### src/mlp_sigmoid_inference_defines.svh
// Assertion macros shared by the network inference block.
`ifndef MLP_SIGMOID_INFERENCE_DEFINES_SVH
`define MLP_SIGMOID_INFERENCE_DEFINES_SVH

// Check that holds in the same cycle as its trigger.
`define MLPS_ASSERT_SAME(label, ante, cons) \
    label: assert property (@(posedge i_clk) disable iff (!i_rst_n) (ante) |-> (cons)) \
        else $error("same-cycle check failed");

// Check that holds in the cycle after its trigger.
`define MLPS_ASSERT_NEXT(label, ante, cons) \
    label: assert property (@(posedge i_clk) disable iff (!i_rst_n) (ante) |=> (cons)) \
        else $error("next-cycle check failed");

`endif

### src/mlpsig_pkg.sv
// Package with types, codes, constants and the sigmoid table of the inference block.
package mlpsig_pkg;

    localparam int DEF_MAX_INPUTS  = 16;
    localparam int DEF_MAX_LAYERS  = 4;
    localparam int DEF_MAX_WIDTH   = 16;
    localparam int DEF_MAX_OUTPUTS = 8;

    localparam int MODE_W     = 2;
    localparam int LAYER_W    = 3;
    localparam int NODE_FLD_W = 4;
    localparam int SRC_FLD_W  = 4;
    localparam int VAL_W      = 16;
    localparam int ACT_W      = 13;
    localparam int OUT_IDX_W  = 3;
    localparam int FRAC_W     = 12;
    localparam int CFG_IDX_W  = 3;
    localparam int CFG_DATA_W = 5;
    localparam int SIG_DEPTH  = 1024;
    localparam int SIG_IDX_W  = 10;

    localparam logic [MODE_W-1:0] MODE_WEIGHT = 2'd0;
    localparam logic [MODE_W-1:0] MODE_BIAS   = 2'd1;
    localparam logic [MODE_W-1:0] MODE_INPUT  = 2'd2;
    localparam logic [MODE_W-1:0] MODE_RUN    = 2'd3;

    localparam logic [LAYER_W-1:0] LAYER_OUT = 3'd4;

    localparam logic [CFG_IDX_W-1:0] REG_NUM_INPUTS  = 3'd0;
    localparam logic [CFG_IDX_W-1:0] REG_NUM_LAYERS  = 3'd1;
    localparam logic [CFG_IDX_W-1:0] REG_LAYER_WIDTH = 3'd2;
    localparam logic [CFG_IDX_W-1:0] REG_NUM_OUTPUTS = 3'd3;

    localparam logic [4:0] RST_NUM_INPUTS  = 5'd2;
    localparam logic [2:0] RST_NUM_LAYERS  = 3'd1;
    localparam logic [4:0] RST_LAYER_WIDTH = 5'd2;
    localparam logic [3:0] RST_NUM_OUTPUTS = 4'd1;

    localparam logic signed [VAL_W-1:0] WEIGHT_ONE = 16'sd4096;

    typedef struct packed {
        logic mac_vld;
        logic mac_first;
        logic mac_last;
        logic mac_lnode;
        logic mac_out;
        logic clr_vld;
        logic ld_vld;
    } t_dp_cmd;

    typedef struct packed {
        logic pipe_idle;
        logic q_empty;
    } t_dp_stat;

    typedef logic [ACT_W-1:0] t_sig_rom [SIG_DEPTH];

    function automatic int clog2_min1(input int v);
        return (v > 1) ? $clog2(v) : 1;
    endfunction

    // Restoring division, used only while building the table.
    function automatic logic [63:0] udiv64(input logic [63:0] n, input logic [63:0] d);
        logic [63:0] q;
        logic [63:0] r;
        q = '0;
        r = '0;
        for (int k = 63; k >= 0; k--) begin
            r = {r[62:0], n[k]};
            if (r >= d) begin
                r = r - d;
                q[k] = 1'b1;
            end
        end
        return q;
    endfunction

    function automatic logic [63:0] mul_q62(input logic [63:0] a, input logic [63:0] b);
        logic [63:0] ah, al, bh, bl, lo, mid, t;
        ah  = a >> 32;
        al  = a & 64'hFFFF_FFFF;
        bh  = b >> 32;
        bl  = b & 64'hFFFF_FFFF;
        lo  = al * bl;
        mid = ah * bl + al * bh;
        t   = mid + (lo >> 32);
        return ah * bh * 64'd4 + (t >> 30);
    endfunction

    // Entry e is round(4096 / (1 + exp(-(e - 512) / 64))), built from a
    // fixed-point power series of exp(-1/64), truncated after twelve terms.
    function automatic t_sig_rom build_sig();
        t_sig_rom    tab;
        logic [63:0] term, c, e, e40, d;
        term = 64'd1 << 62;
        c    = 64'd1 << 62;
        e    = 64'd1 << 62;
        for (int n = 1; n <= 12; n++) begin
            term = udiv64(term >> 6, 64'(n));
            if ((n % 2) == 1) begin
                c = c - term;
            end else begin
                c = c + term;
            end
        end
        for (int k = 0; k <= 512; k++) begin
            e40 = e >> 22;
            d   = (64'd1 << 40) + e40;
            if (k <= 511) begin
                tab[512 + k] = ACT_W'(udiv64((64'd1 << 53) + d, d << 1));
            end
            if (k >= 1) begin
                tab[512 - k] = ACT_W'(udiv64((e40 << 13) + d, d << 1));
            end
            e = mul_q62(e, c);
        end
        return tab;
    endfunction

    localparam t_sig_rom SIG_ROM = build_sig();

endpackage

### src/mlpsig_ctrl.sv
// Controller: configuration registers, clearing sweep and the run sequencer.
`include "mlp_sigmoid_inference_defines.svh"

module mlpsig_ctrl
    import mlpsig_pkg::*;
#(
    parameter int MAX_INPUTS  = DEF_MAX_INPUTS,
    parameter int MAX_LAYERS  = DEF_MAX_LAYERS,
    parameter int MAX_WIDTH   = DEF_MAX_WIDTH,
    parameter int MAX_OUTPUTS = DEF_MAX_OUTPUTS,
    localparam int FANIN   = (MAX_INPUTS > MAX_WIDTH) ? MAX_INPUTS : MAX_WIDTH,
    localparam int W_DEPTH = MAX_LAYERS * MAX_WIDTH * FANIN + MAX_OUTPUTS * MAX_WIDTH,
    localparam int WA_W    = clog2_min1(W_DEPTH),
    localparam int LAY_W   = $clog2(MAX_LAYERS + 1),
    localparam int NODE_W  = clog2_min1((MAX_WIDTH > MAX_OUTPUTS) ? MAX_WIDTH : MAX_OUTPUTS),
    localparam int SRC_W   = clog2_min1(FANIN)
) (
    input  logic                  i_clk,
    input  logic                  i_rst_n,
    input  logic                  i_in_valid,
    input  logic [MODE_W-1:0]     i_in_mode,
    output logic                  o_in_ready,
    input  logic                  i_cfg_valid,
    input  logic [CFG_IDX_W-1:0]  i_cfg_index,
    input  logic [CFG_DATA_W-1:0] i_cfg_data,
    output logic                  o_cfg_ready,
    output t_dp_cmd               o_cmd,
    output logic [LAY_W-1:0]      o_layer,
    output logic [NODE_W-1:0]     o_node,
    output logic [SRC_W-1:0]      o_src,
    output logic [WA_W-1:0]       o_clr_addr,
    input  t_dp_stat              i_stat
);

    localparam int NI_W = $clog2(MAX_INPUTS + 1);
    localparam int NW_W = $clog2(MAX_WIDTH + 1);
    localparam int NO_W = $clog2(MAX_OUTPUTS + 1);

    localparam logic [1:0] S_CLEAR = 2'd0;
    localparam logic [1:0] S_IDLE  = 2'd1;
    localparam logic [1:0] S_MAC   = 2'd2;
    localparam logic [1:0] S_DRAIN = 2'd3;

    logic [1:0]        r_state, n_state;
    logic [LAY_W-1:0]  r_l, n_l;
    logic [NODE_W-1:0] r_j, n_j;
    logic [SRC_W-1:0]  r_i, n_i;
    logic [WA_W-1:0]   r_clr, n_clr;

    logic [4:0] r_num_inputs;
    logic [2:0] r_num_layers;
    logic [4:0] r_layer_width;
    logic [3:0] r_num_outputs;

    logic [NI_W-1:0]  eff_ni;
    logic [LAY_W-1:0] eff_nl;
    logic [NW_W-1:0]  eff_nw;
    logic [NO_W-1:0]  eff_no;
    logic [31:0]      cnt32, nodes32;
    logic             is_out, src_last, node_last, run_acc;

    always_comb begin
        eff_ni = (r_num_inputs == '0) ? NI_W'(1) :
                 (32'(r_num_inputs) > MAX_INPUTS) ? NI_W'(MAX_INPUTS) : NI_W'(r_num_inputs);
        eff_nl = (r_num_layers == '0) ? LAY_W'(1) :
                 (32'(r_num_layers) > MAX_LAYERS) ? LAY_W'(MAX_LAYERS) : LAY_W'(r_num_layers);
        eff_nw = (r_layer_width == '0) ? NW_W'(1) :
                 (32'(r_layer_width) > MAX_WIDTH) ? NW_W'(MAX_WIDTH) : NW_W'(r_layer_width);
        eff_no = (r_num_outputs == '0) ? NO_W'(1) :
                 (32'(r_num_outputs) > MAX_OUTPUTS) ? NO_W'(MAX_OUTPUTS) : NO_W'(r_num_outputs);
    end

    assign is_out    = (r_l == eff_nl);
    assign cnt32     = (r_l == '0) ? 32'(eff_ni) : 32'(eff_nw);
    assign nodes32   = is_out ? 32'(eff_no) : 32'(eff_nw);
    assign src_last  = ((32'(r_i) + 32'd1) == cnt32);
    assign node_last = ((32'(r_j) + 32'd1) == nodes32);

    assign o_in_ready  = (r_state == S_IDLE) && i_stat.q_empty;
    assign o_cfg_ready = 1'b1;
    assign run_acc     = i_in_valid && o_in_ready && (i_in_mode == MODE_RUN);

    always_comb begin
        o_cmd.mac_vld   = (r_state == S_MAC);
        o_cmd.mac_first = (r_i == '0);
        o_cmd.mac_last  = src_last;
        o_cmd.mac_lnode = node_last;
        o_cmd.mac_out   = is_out;
        o_cmd.clr_vld   = (r_state == S_CLEAR);
        o_cmd.ld_vld    = i_in_valid && o_in_ready && (i_in_mode != MODE_RUN);
    end

    assign o_layer    = r_l;
    assign o_node     = r_j;
    assign o_src      = r_i;
    assign o_clr_addr = r_clr;

    always_comb begin
        n_state = r_state;
        n_l     = r_l;
        n_j     = r_j;
        n_i     = r_i;
        n_clr   = r_clr;
        case (r_state)
            S_CLEAR: begin
                n_clr = r_clr + 1'b1;
                if (32'(r_clr) == (W_DEPTH - 1)) begin
                    n_state = S_IDLE;
                end
            end
            S_IDLE: begin
                if (run_acc) begin
                    n_l     = '0;
                    n_j     = '0;
                    n_i     = '0;
                    n_state = S_MAC;
                end
            end
            S_MAC: begin
                if (src_last) begin
                    n_i = '0;
                    if (node_last) begin
                        n_j     = '0;
                        n_state = S_DRAIN;
                    end else begin
                        n_j = r_j + 1'b1;
                    end
                end else begin
                    n_i = r_i + 1'b1;
                end
            end
            S_DRAIN: begin
                if (i_stat.pipe_idle) begin
                    if (is_out) begin
                        n_state = S_IDLE;
                    end else begin
                        n_l     = r_l + 1'b1;
                        n_state = S_MAC;
                    end
                end
            end
            default: begin
                n_state = S_IDLE;
            end
        endcase
    end

    always_ff @(posedge i_clk) begin
        if (!i_rst_n) begin
            r_state       <= S_CLEAR;
            r_l           <= '0;
            r_j           <= '0;
            r_i           <= '0;
            r_clr         <= '0;
            r_num_inputs  <= RST_NUM_INPUTS;
            r_num_layers  <= RST_NUM_LAYERS;
            r_layer_width <= RST_LAYER_WIDTH;
            r_num_outputs <= RST_NUM_OUTPUTS;
        end else begin
            r_state <= n_state;
            r_l     <= n_l;
            r_j     <= n_j;
            r_i     <= n_i;
            r_clr   <= n_clr;
            if (i_cfg_valid) begin
                case (i_cfg_index)
                    REG_NUM_INPUTS:  r_num_inputs  <= i_cfg_data;
                    REG_NUM_LAYERS:  r_num_layers  <= i_cfg_data[2:0];
                    REG_LAYER_WIDTH: r_layer_width <= i_cfg_data;
                    REG_NUM_OUTPUTS: r_num_outputs <= i_cfg_data[3:0];
                    default: begin
                    end
                endcase
            end
        end
    end

    `MLPS_ASSERT_NEXT(a_ctrl_run_start, run_acc, r_state == S_MAC)
    `MLPS_ASSERT_SAME(a_ctrl_ready_empty, o_in_ready, i_stat.q_empty)
    `MLPS_ASSERT_NEXT(a_ctrl_drain_hold, (r_state == S_DRAIN) && !i_stat.pipe_idle, r_state == S_DRAIN)

endmodule

### config.mk
export PLATFORM = sky130hd
export DESIGN_NAME = mlpsig_ctrl
export DESIGN_NICKNAME = d
export VERILOG_FILES = /design/src/mlpsig_pkg.sv /design/src/mlpsig_ctrl.sv
export VERILOG_INCLUDE_DIRS = /design/src /design/src/src
export SDC_FILE = /design/constraint.sdc
export NUM_CORES = 1
export LEC_CHECK = 0
export ABC_CLOCK_PERIOD_IN_PS = 4500
export BUFFER_PORTS_ARGS = -buffer_cell sky130_fd_sc_hd__buf_2
export CAP_MARGIN = 0
export CORE_ASPECT_RATIO = 1.2
export CORE_MARGIN = 2
export CORE_UTILIZATION = 50
export CTS_CLUSTER_DIAMETER = 80
export DETAILED_ROUTE_END_ITERATION = 7
export PLACE_DENSITY = 0.73
export RECOVER_POWER = 50
export SLEW_MARGIN = 20
export SYNTH_ARGS = -nofsm -noshare
export SYNTH_HDL_FRONTEND = slang
export SYNTH_SLANG_ARGS = --single-unit
### constraint.sdc
create_clock -name i_clk -period 4.5 [get_ports i_clk]
set_input_delay 1.35 -clock i_clk [delete_from_list [all_inputs] [get_ports i_clk]]
set_output_delay 1.35 -clock i_clk [all_outputs]
set_load 0.01 [all_outputs]
# After elaboration in Yosys (flattened, before gate mapping)
# Index checks and enable logic that the tools add are counted.
[totals]
output_inout_bits = 31
wordCells = 86
ff_bits = 41
inputBits = 16
[op_classes]
n_eq_ne = 18
addsub = 6
order_cmp = 4
n_reduce_logical = 22
muxes = 27
[ops]
columns = ["op", "count"]
rows = [
  ["2-to-1 mux 5 bit", 6],
  ["2-to-1 mux 4 bit", 6],
  ["case mux 4 bit (2 select lines)", 2],
  ["2-to-1 mux 3 bit", 5],
  ["2-to-1 mux 2 bit", 6],
  ["adder 11 x 1 -> 11 bit (second input constant)", 1],
  ["equality test 11 bit (second input constant)", 1],
  ["adder 4 x 1 -> 5 bit (second input constant)", 2],
  ["equality test 5 bit", 2],
  ["greater-than comparator 5 bit (second input constant)", 2],
  ["logical NOT 5 bit", 2],
  ["AND reduction 2 bit", 5],
  ["logical NOT 3 bit", 3],
  ["adder 4 x 1 -> 4 bit (second input constant)", 2],
  ["logical NOT 4 bit", 2],
  ["!= test 2 bit (second input constant)", 4],
  ["case mux 2 bit (4 select lines)", 1],
  ["equality test 2 bit (second input constant)", 3],
  ["equality test 3 x 2 -> 1 bit (second input constant)", 2],
  ["!= test 2 x 1 -> 1 bit (second input constant)", 3],
  ["case mux 3 bit (2 select lines)", 1],
  ["AND reduction 5 bit", 1],
  ["greater-than comparator 4 bit (second input constant)", 1],
  ["logical AND 1 bit", 4],
  ["9 further kinds", 10],
]

# Longest topological paths before layout
# Gate-level depths: netlist of run 1.
[logic_depth]
word_depth = 9
depth_mapped = 9
ltp_nobuf = 9

# Least setup slack after synthesis of run 1
# No wires, ideal clock.
[synth_timing]
kind = "input-to-output"
from = "input port i_stat[0] in the netlist's numbering"
to = "output port o_cmd[0] in the netlist's numbering"
cell_stages = 3
arrival_ns = 1.873
n_path_buf = 0
t_required_ns = 3.150
setup_slack_ns = 1.277
path_cell_list = "and3b_1 nand2_1 a21oi_1"
[synth_lines]
columns = ["element", "line_no", "source"]
rows = [
  ["from (decl)", "mlpsig_ctrl.sv:32", "input t_dp_stat i_stat"],
  ["to (decl)", "mlpsig_ctrl.sv:27", "output t_dp_cmd o_cmd,"],
]

==> results by group, run 1 <==
Timing
  – Period utilisation layout: 0.818
  – Period minus WS final: between 3 and 4 ns
  – Final setup violating endpoints: 0
  – Post-route setup TNS: 0 ns
  – F_max: 272 MHz
  – Clock skew: 0.00772 ns
  – Final Hold Viols: 0
  – Fin. max-slew vios: 0
  – Final Worst Setup Slack: 0.819 ns
  – Slew margin rel.: 0.0440
  – RSZ-0062 raised after global routing: false
  – Slew @ Worst Pin: around 1.4 ns

Global routing
  – Total GRT Usage: 0.210
  – Vias in the first global route: a little under 2,000
  – Largest net degree at the start of global routing: 42
  – Total congestion overflow: 0
  – First-pass GRT wire length: around 8700 um
  – Initial antenna violation count: 0

Power and ir drop
  – Lkg Pwr: approximately 1.1 nW
  – Clk pwr share: 0.406
  – Pwr/cell area: roughly 260 mW/mm^2
  – Sequential share of power: 0.531
  – Switching Share: 0.218
  – Comb power frac: 0.063
  – Internal power: 0.551 mW
  – Maximum VDD drop: 0.149 mV
  – Switching pwr: roughly 0.15 mW
  – Total power: between 0.7 and 0.8 mW

Clock network
  – Post_cts resized: 0
  – Root Driver: clkbuf_8
  – Htree depth: 2
  – Clk_lat worst skew: ~0.29 ns
  – Setup bufs post-CTS: 0
  – Max clock buf depth: 2
  – CTS tree: built
  – CTS Sinks: just over 40
  – CTS buffer count: 5
  – Hold_buf cts: 0
  – Reg clk slew, reported paths: around 0.080 ns

Synth
  – Post-Synthesis Cells: 270
  – Ys async rst share: 0
  – Yosys warning count: 0
  – Post-synthesis sequential area ratio: 0.341
  – Mapped Area: ~0.0024 mm^2
  – Number of synthesized flops with an enable pin: 0
  – Mapped Avg Cell Area: around 9 um^2
  – Yosys reg bits: a little over 40
  – Prevailing post-synth register cell: dfxtp_1
  – Unique cell type count in the Yosys netlist: 48
  – Syn Nets: between 200 and 300

Cells and area
  – Area delta synth->final: 12.9%
  – Antenna cell count: 0
  – # nets final: ~330
  – Commonest non-fill, non-tap cell in the layout: dfxtp_1
  – Layout cells sized above 1: 0.142
  – Commonest cells after routing, fill and taps aside: dfxtp_1, buf_2, nand2_1, mux2i_1, nor2b_1

Worst setup path
  – Arrival time worst endpoint: 2.33 ns
  – R2R depth: 9
  – Slowest stage cell, crit path: dfxtp_1
  – Worst r2r src: o_layer[0]$_SDFFE_PN0P_
  – Worst Path Max Fanout: 10
  – Worst path top cell family by delay: simple AND/OR/NAND/NOR gates
  – Crit. End Element: output pin
  – Cells along the critical path: nor4bb_2, a22oi_1, nand2_1, o32a_1, and4bb_1, buf_2
  – Setup slack, reg-to-reg: 1.88 ns
  – Worst Path Buf+Inv: 1
  – Crit path launch type: flop
  – Critical setup path kind: reg -> out
  – R2R Path End: o_node[1]$_SDFFE_PN0P_
  – Worst path max stage delay: between 0.5 and 0.6 ns
  – Worst endpoint required time: approximately 3.2 ns

Outcome
  – Outcome: finished clean

Worst hold path
  – Hold Crit Start: r_num_outputs[0]$_SDFFE_PN1P_
  – Hold EP: r_num_outputs[0]$_SDFFE_PN1P_
  – Worst Hold Class: reg -> reg
  – Worst Hold Path Cells: 2

Route
  – TritonRoute pass-1 iters: 4
  – DRC Markers: 0
  – Via density: about 5.6
  – Avg WL per Cell: 14.0 um
  – Initial drt markers: 112
  – ANT nets after route: 0
  – Final WL: about 5200 um
  – Routed via count: between 2,000 and 2,500

Floorplanning
  – Chip Height: 80.0 um
  – Die Wd: just under 70 um
  – I/O pin cnt: 47
  – Initial Util: 0.520
  – Die area: around 0.0054 mm^2
  – Core area: approximately 0.0046 mm^2
  – # rows: 27

Place
  – Place WS: approximately 1.2 ns
  – Buffers added on ports: 45
  – DPL Wire Length: roughly 3800 um
  – GPL Wtd Cong: approximately 0.81

Job
  – Max Cap Violations: 0
[state kept, by name, summed over array words and instances, names as in the netlist]
signal and count:
r_layer_width 5, r_num_layers 3, o_node 4, o_src 4
o_layer 3, r_state 2, o_clr_addr 11, r_num_outputs 4
r_num_inputs 5
[worst max path at each step]
stage,from,endpoint,depth (start not counted)
after detailed placement,o_layer[2]$_SDFFE_PN0P_,o_cmd[3],6
after global routing,o_layer[2]$_SDFFE_PN0P_,o_cmd[3],6
after floorplan,i_stat[0],o_cmd[0],3
final,o_layer[2]$_SDFFE_PN0P_,o_cmd[3],6
after CTS,o_layer[0]$_SDFFE_PN0P_,o_cmd[4],8
after global placement,o_layer[0]$_SDFFE_PN0P_,o_cmd[4],8
[final cells by class]
type,count,area (um^2)
fill,441,1910
multi-input combinational,209,1480
sequential,41,821
tap,58,72.6
inverter,7,26.3
clock inverter,2,35.0
clock buffer,5,68.8
timing repair buffer,46,214
[per-stage QoR]
step                      std cells  hold WS [ns]  area (um^2)  utilization
after global routing            368         0.535         2720        0.588
after floorplan                 270         0.439         2410            -
after global placement          361         0.478         2640        0.569
after CTS                       368         0.507         2740        0.592
after detailed placement        361         0.486         2640        0.569
final                           368         0.495         2720        0.588
[worst reg2reg max path, delay by kind of cell, from the launching register on]
kind                     cells  cell delay, ns
XOR/XNOR                     1            0.11
flip-flops                   1            0.47
AO/OA/AOI/OAI                1            0.12
adder cells (fa/ha/maj)      1            0.28
AND/OR/NAND/NOR              4            1.23
multiplexers                 1            0.24
buffers and inverters        1            0.11
[logic make-up after synthesis]
kind of cell / after synthesis / synth area share
DFF: 41 / 0.341
muxes: 20 / 0.0831
other: 1 / 0.00156
adders and majority gates: 6 / 0.0312
buffers and inverters: 20 / 0.0436
and+or+nand+nor: 120 / 0.305
AOI/OAI and AO/OA: 40 / 0.114
xor gates and xnor gates: 22 / 0.0800
[routing by layer]
layer  global-route usage  vias up  share of wire
met5                    0        -              0
met4               0.0755        0         0.0089
met3               0.0564        4          0.046
met2                0.365       45           0.51
met1                0.243      981           0.43
li1                     -     1037              -
[cells in the mapped netlist (5+ instances only)]
| cell | instances | area share |
|---|---|---|
| nand4_1 | 5 | 0.013 |
| inv_1 | 7 | 0.011 |
| nor3_1 | 5 | 0.010 |
| mux2i_1 | 20 | 0.083 |
| nand3_1 | 16 | 0.033 |
| ha_1 | 6 | 0.031 |
| xnor2_1 | 15 | 0.055 |
| o21ai_0 | 6 | 0.012 |
| xor2_1 | 7 | 0.025 |
| nand2_1 | 20 | 0.031 |
| clkbuf_1 | 7 | 0.011 |
| dfxtp_1 | 41 | 0.34 |
| nor2b_1 | 20 | 0.052 |
| and2_1 | 12 | 0.031 |
| nor2_1 | 11 | 0.017 |
| a21oi_1 | 9 | 0.019 |
| nor4bb_1 | 5 | 0.021 |
[power groups by stage]
stage | sequential, mW | clock (mW) | combinational, mW
floorplan | 0.382 | 0 | 0.0277
global placement | 0.382 | 0 | 0.0442
detailed placement | 0.382 | 0 | 0.0452
CTS | 0.374 | 0.293 | 0.0456
global route | 0.375 | 0.313 | 0.0499
finish | 0.374 | 0.286 | 0.0447
Note: power is estimated with default switching activity, not from simulation.
==> run 2, diff against run 1 <==
ABC_CLOCK_PERIOD_IN_PS = 3250   (was 4500)
PLACE_DENSITY = 0.76   (was 0.73)
clock period = 3.25 ns   (was 4.5 ns; I/O delays follow)
==> results by group, run 2 (synthesis gave the netlist of run 1 again) <==
Clock network
  – CTS Sinks: 41 (unchanged)
  – Htree depth: 2 (unchanged)
  – Max clock buf depth: 2 (unchanged)
  – CTS tree: built
  – CTS buffer count: 5 (unchanged)
  – Root Driver: clkbuf_8
  – Reg clk slew, reported paths: 0.09 ns (about the same)
  – Clk_lat worst skew: 0.30 ns (about the same)

Worst setup path
  – Worst endpoint required time: 2.27 ns (-0.88 ns)
  – Worst r2r src: o_layer[0]$_SDFFE_PN0P_
  – Crit. End Element: output pin
  – Cells along the critical path: nor4bb_2, a22oi_1, nand2_1, o32a_1, and4bb_4, buf_2
  – Arrival time worst endpoint: 2.16 ns (-0.17 ns)
  – R2R Path End: o_node[1]$_SDFFE_PN0P_
  – Worst path max stage delay: 0.48 ns (-0.07 ns)
  – Worst Path Max Fanout: 10 (unchanged)
  – Critical path origin: o_layer[2]$_SDFFE_PN0P_
  – R2R depth: 9 (unchanged)
  – Crit path launch type: flop
  – Critical setup path kind: reg -> out
  – Setup slack, reg-to-reg: 0.84 ns (-1.04 ns)
  – Slowest stage cell, crit path: dfxtp_2

Cells and area
  – Area delta synth->final: 15.8%
  – Layout cells sized above 1: 0.194 (+0.0523)
  – Filler cells: 428 (-2.9%)
  – Layout Utilization: 0.603 (+0.0149)
  – Commonest non-fill, non-tap cell in the layout: dfxtp_1
  – Commonest cells after routing, fill and taps aside: dfxtp_1, buf_2, nand2_1, mux2i_1, nor2b_1
  – Antenna cell count: 0 (unchanged)
  – # nets final: 335 (+0.90%)
  – Max reg flops: 11 (unchanged)

Timing
  – Period utilisation layout: 0.965
  – Fin. max-slew vios: 0 (unchanged)
  – Final Worst Setup Slack: 0.113 ns (-0.706 ns)
  – F_max: about 320 MHz
  – Slew @ Worst Pin: 1.44 ns (+0.00891 ns)
  – Final Hold Viols: 0 (unchanged)
  – Period minus WS final: 3.14 ns
  – Hold Slack: 0.487 ns (-0.00848 ns)
  – Slew margin rel.: 0.0380 (-0.00594)
  – Final setup violating endpoints: 0 (unchanged)
  – Clock skew: 0.00956 ns (+0.00184 ns)

Global routing
  – Total congestion overflow: 0 (unchanged)
  – Largest net degree at the start of global routing: 42 (unchanged)
  – Initial antenna violation count: 0 (unchanged)
  – First-pass GRT wire length: 8940 um (+3.1%)
  – Total GRT Usage: 0.216 (+0.00517)
  – Vias in the first global route: 1,932 (-1.1%)

Route
  – TritonRoute pass-1 iters: 4 (unchanged)
  – Final WL: 5340 um (+3.4%)
  – Initial drt markers: 87 (-22%)
  – Met2 Wirelength: 2760 um (+4.4%)
  – Avg WL per Cell: 14.4 um (+2.3%)
  – DRC Markers: 0 (unchanged)
  – Met3 WL: 213 um (-9.4%)
  – WL met1: 2250 um (+0.63%)
  – ANT nets after route: 0 (unchanged)
  – Routed via count: 2,036 (-1.5%)
  – Via density: 5.47 (-2.6%)
  – Top Layer Used: met4

Power and ir drop
  – Switching pwr: 0.236 mW (+53%)
  – Maximum VDD drop: 0.186 mV (+25%)
  – Sequential share of power: 0.557 (+0.026)
  – Comb power frac: 0.069 (+0.006)
  – Total power: 0.930 mW (+32%)
  – Internal power: 0.694 mW (+26%)
  – Pwr/cell area: 333 mW/mm^2 (+29%)
  – Clk pwr share: 0.373 (-0.033)
  – Lkg Pwr: 1.11 nW (+2.9%)
  – Switching Share: 0.254 (+0.0353)

Place
  – DPL Wire Length: 3870 um (+2.4%)
  – Buffers added on ports: 45 (unchanged)
  – Place WS: 0.328 ns (-0.841 ns)
  – GPL Wtd Cong: 0.753 (-6.6%)

Floorplanning
  – Core area: 0.00463 mm^2 (unchanged)
  – # rows: 27 (unchanged)
  – Initial Util: 0.520 (unchanged)
  – Die area: 0.00539 mm^2 (unchanged)
  – Die Wd: 67.4 um (unchanged)
  – I/O pin cnt: 47 (unchanged)
  – Chip Height: 80.0 um (unchanged)

Worst hold path
  – Hold EP: r_num_outputs[0]$_SDFFE_PN1P_
  – Hold Crit Start: r_num_outputs[0]$_SDFFE_PN1P_
  – Worst Hold Path Cells: 2 (unchanged)
  – Worst Hold Class: reg -> reg

Outcome
  – Outcome: finished clean

Job
  – Max Cap Violations: 0 (unchanged)
run 2: cell types whose count changed in the layout (fill, tap and decap cells not counted), moves of 2 or more:
cell	delta
and2_1	-3
ha_1	-2
clkinv_4	+2
buf_2	+4
dfxtp_1	-3
clkbuf_1	-4
and2_0	+3
buf_4	+3
dfxtp_2	+3
ha_4	+2
run 2: worst max path at each step:
stage	to	cells past startpoint
after global placement	o_cmd[3]	7
after global routing	o_cmd[4]	8
after floorplan	o_cmd[3]	8
after detailed placement	o_cmd[3]	7
final	o_cmd[3]	6
after CTS	o_cmd[3]	6
run 2: per-stage QoR:
step | area [um^2] | instances | setup TNS (ns)
floorplan | 2410 | 270 | 0
global placement | 2650 | 363 | 0
detailed placement | 2650 | 363 | 0
CTS | 2740 | 371 | 0
global route | 2790 | 372 | -0.00142
finish | 2790 | 372 | 0
run 2: what timing repair did:
item                       in CTS  in global routing
buffers inserted                0                  1
pin swaps                       0                  1
gates cloned                    0                  0
hold buffers                    0                  0
setup endpoints to repair       2                  2
resized for setup               2                 11
run 2: layout make-up:
| class | count | area [um^2] | area share |
|---|---|---|---|
| Timing Repair Buffer | 49 | 241 | 0.0866 |
| Tap cell | 58 | 72.6 | 0.0260 |
| Multi-Input combinational cell | 209 | 1530 | 0.550 |
| Clock buffer | 5 | 68.8 | 0.0247 |
| Inverter | 7 | 26.3 | 0.00942 |
| Clock inverter | 3 | 22.5 | 0.00808 |
| Sequential cell | 41 | 825 | 0.296 |
run 2: power groups by stage:
stage                     Clock [mW]  Sequential (mW)  Combinational [mW]
after floorplan                    0            0.529              0.0383
final                          0.347            0.518              0.0646
after global routing           0.381            0.520              0.0719
after CTS                      0.356            0.518              0.0636
after global placement             0            0.529              0.0617
after detailed placement           0            0.530              0.0631
run 2: layer usage:
metal | global-route usage | vias to the layer above
li1 | - | 1039
met1 | 0.253 | 950
met2 | 0.381 | 37
met3 | 0.0409 | 10
met4 | 0.0796 | 0
met5 | 0 | -
run 2: worst max-delay path, delay by kind of cell (launching register included):
kind / cells / cell delay (ns)
AND/OR/NAND/NOR: 3 / 0.61
AO/OA/AOI/OAI: 2 / 0.62
flip-flops: 1 / 0.48
buffers and inverters: 1 / 0.14
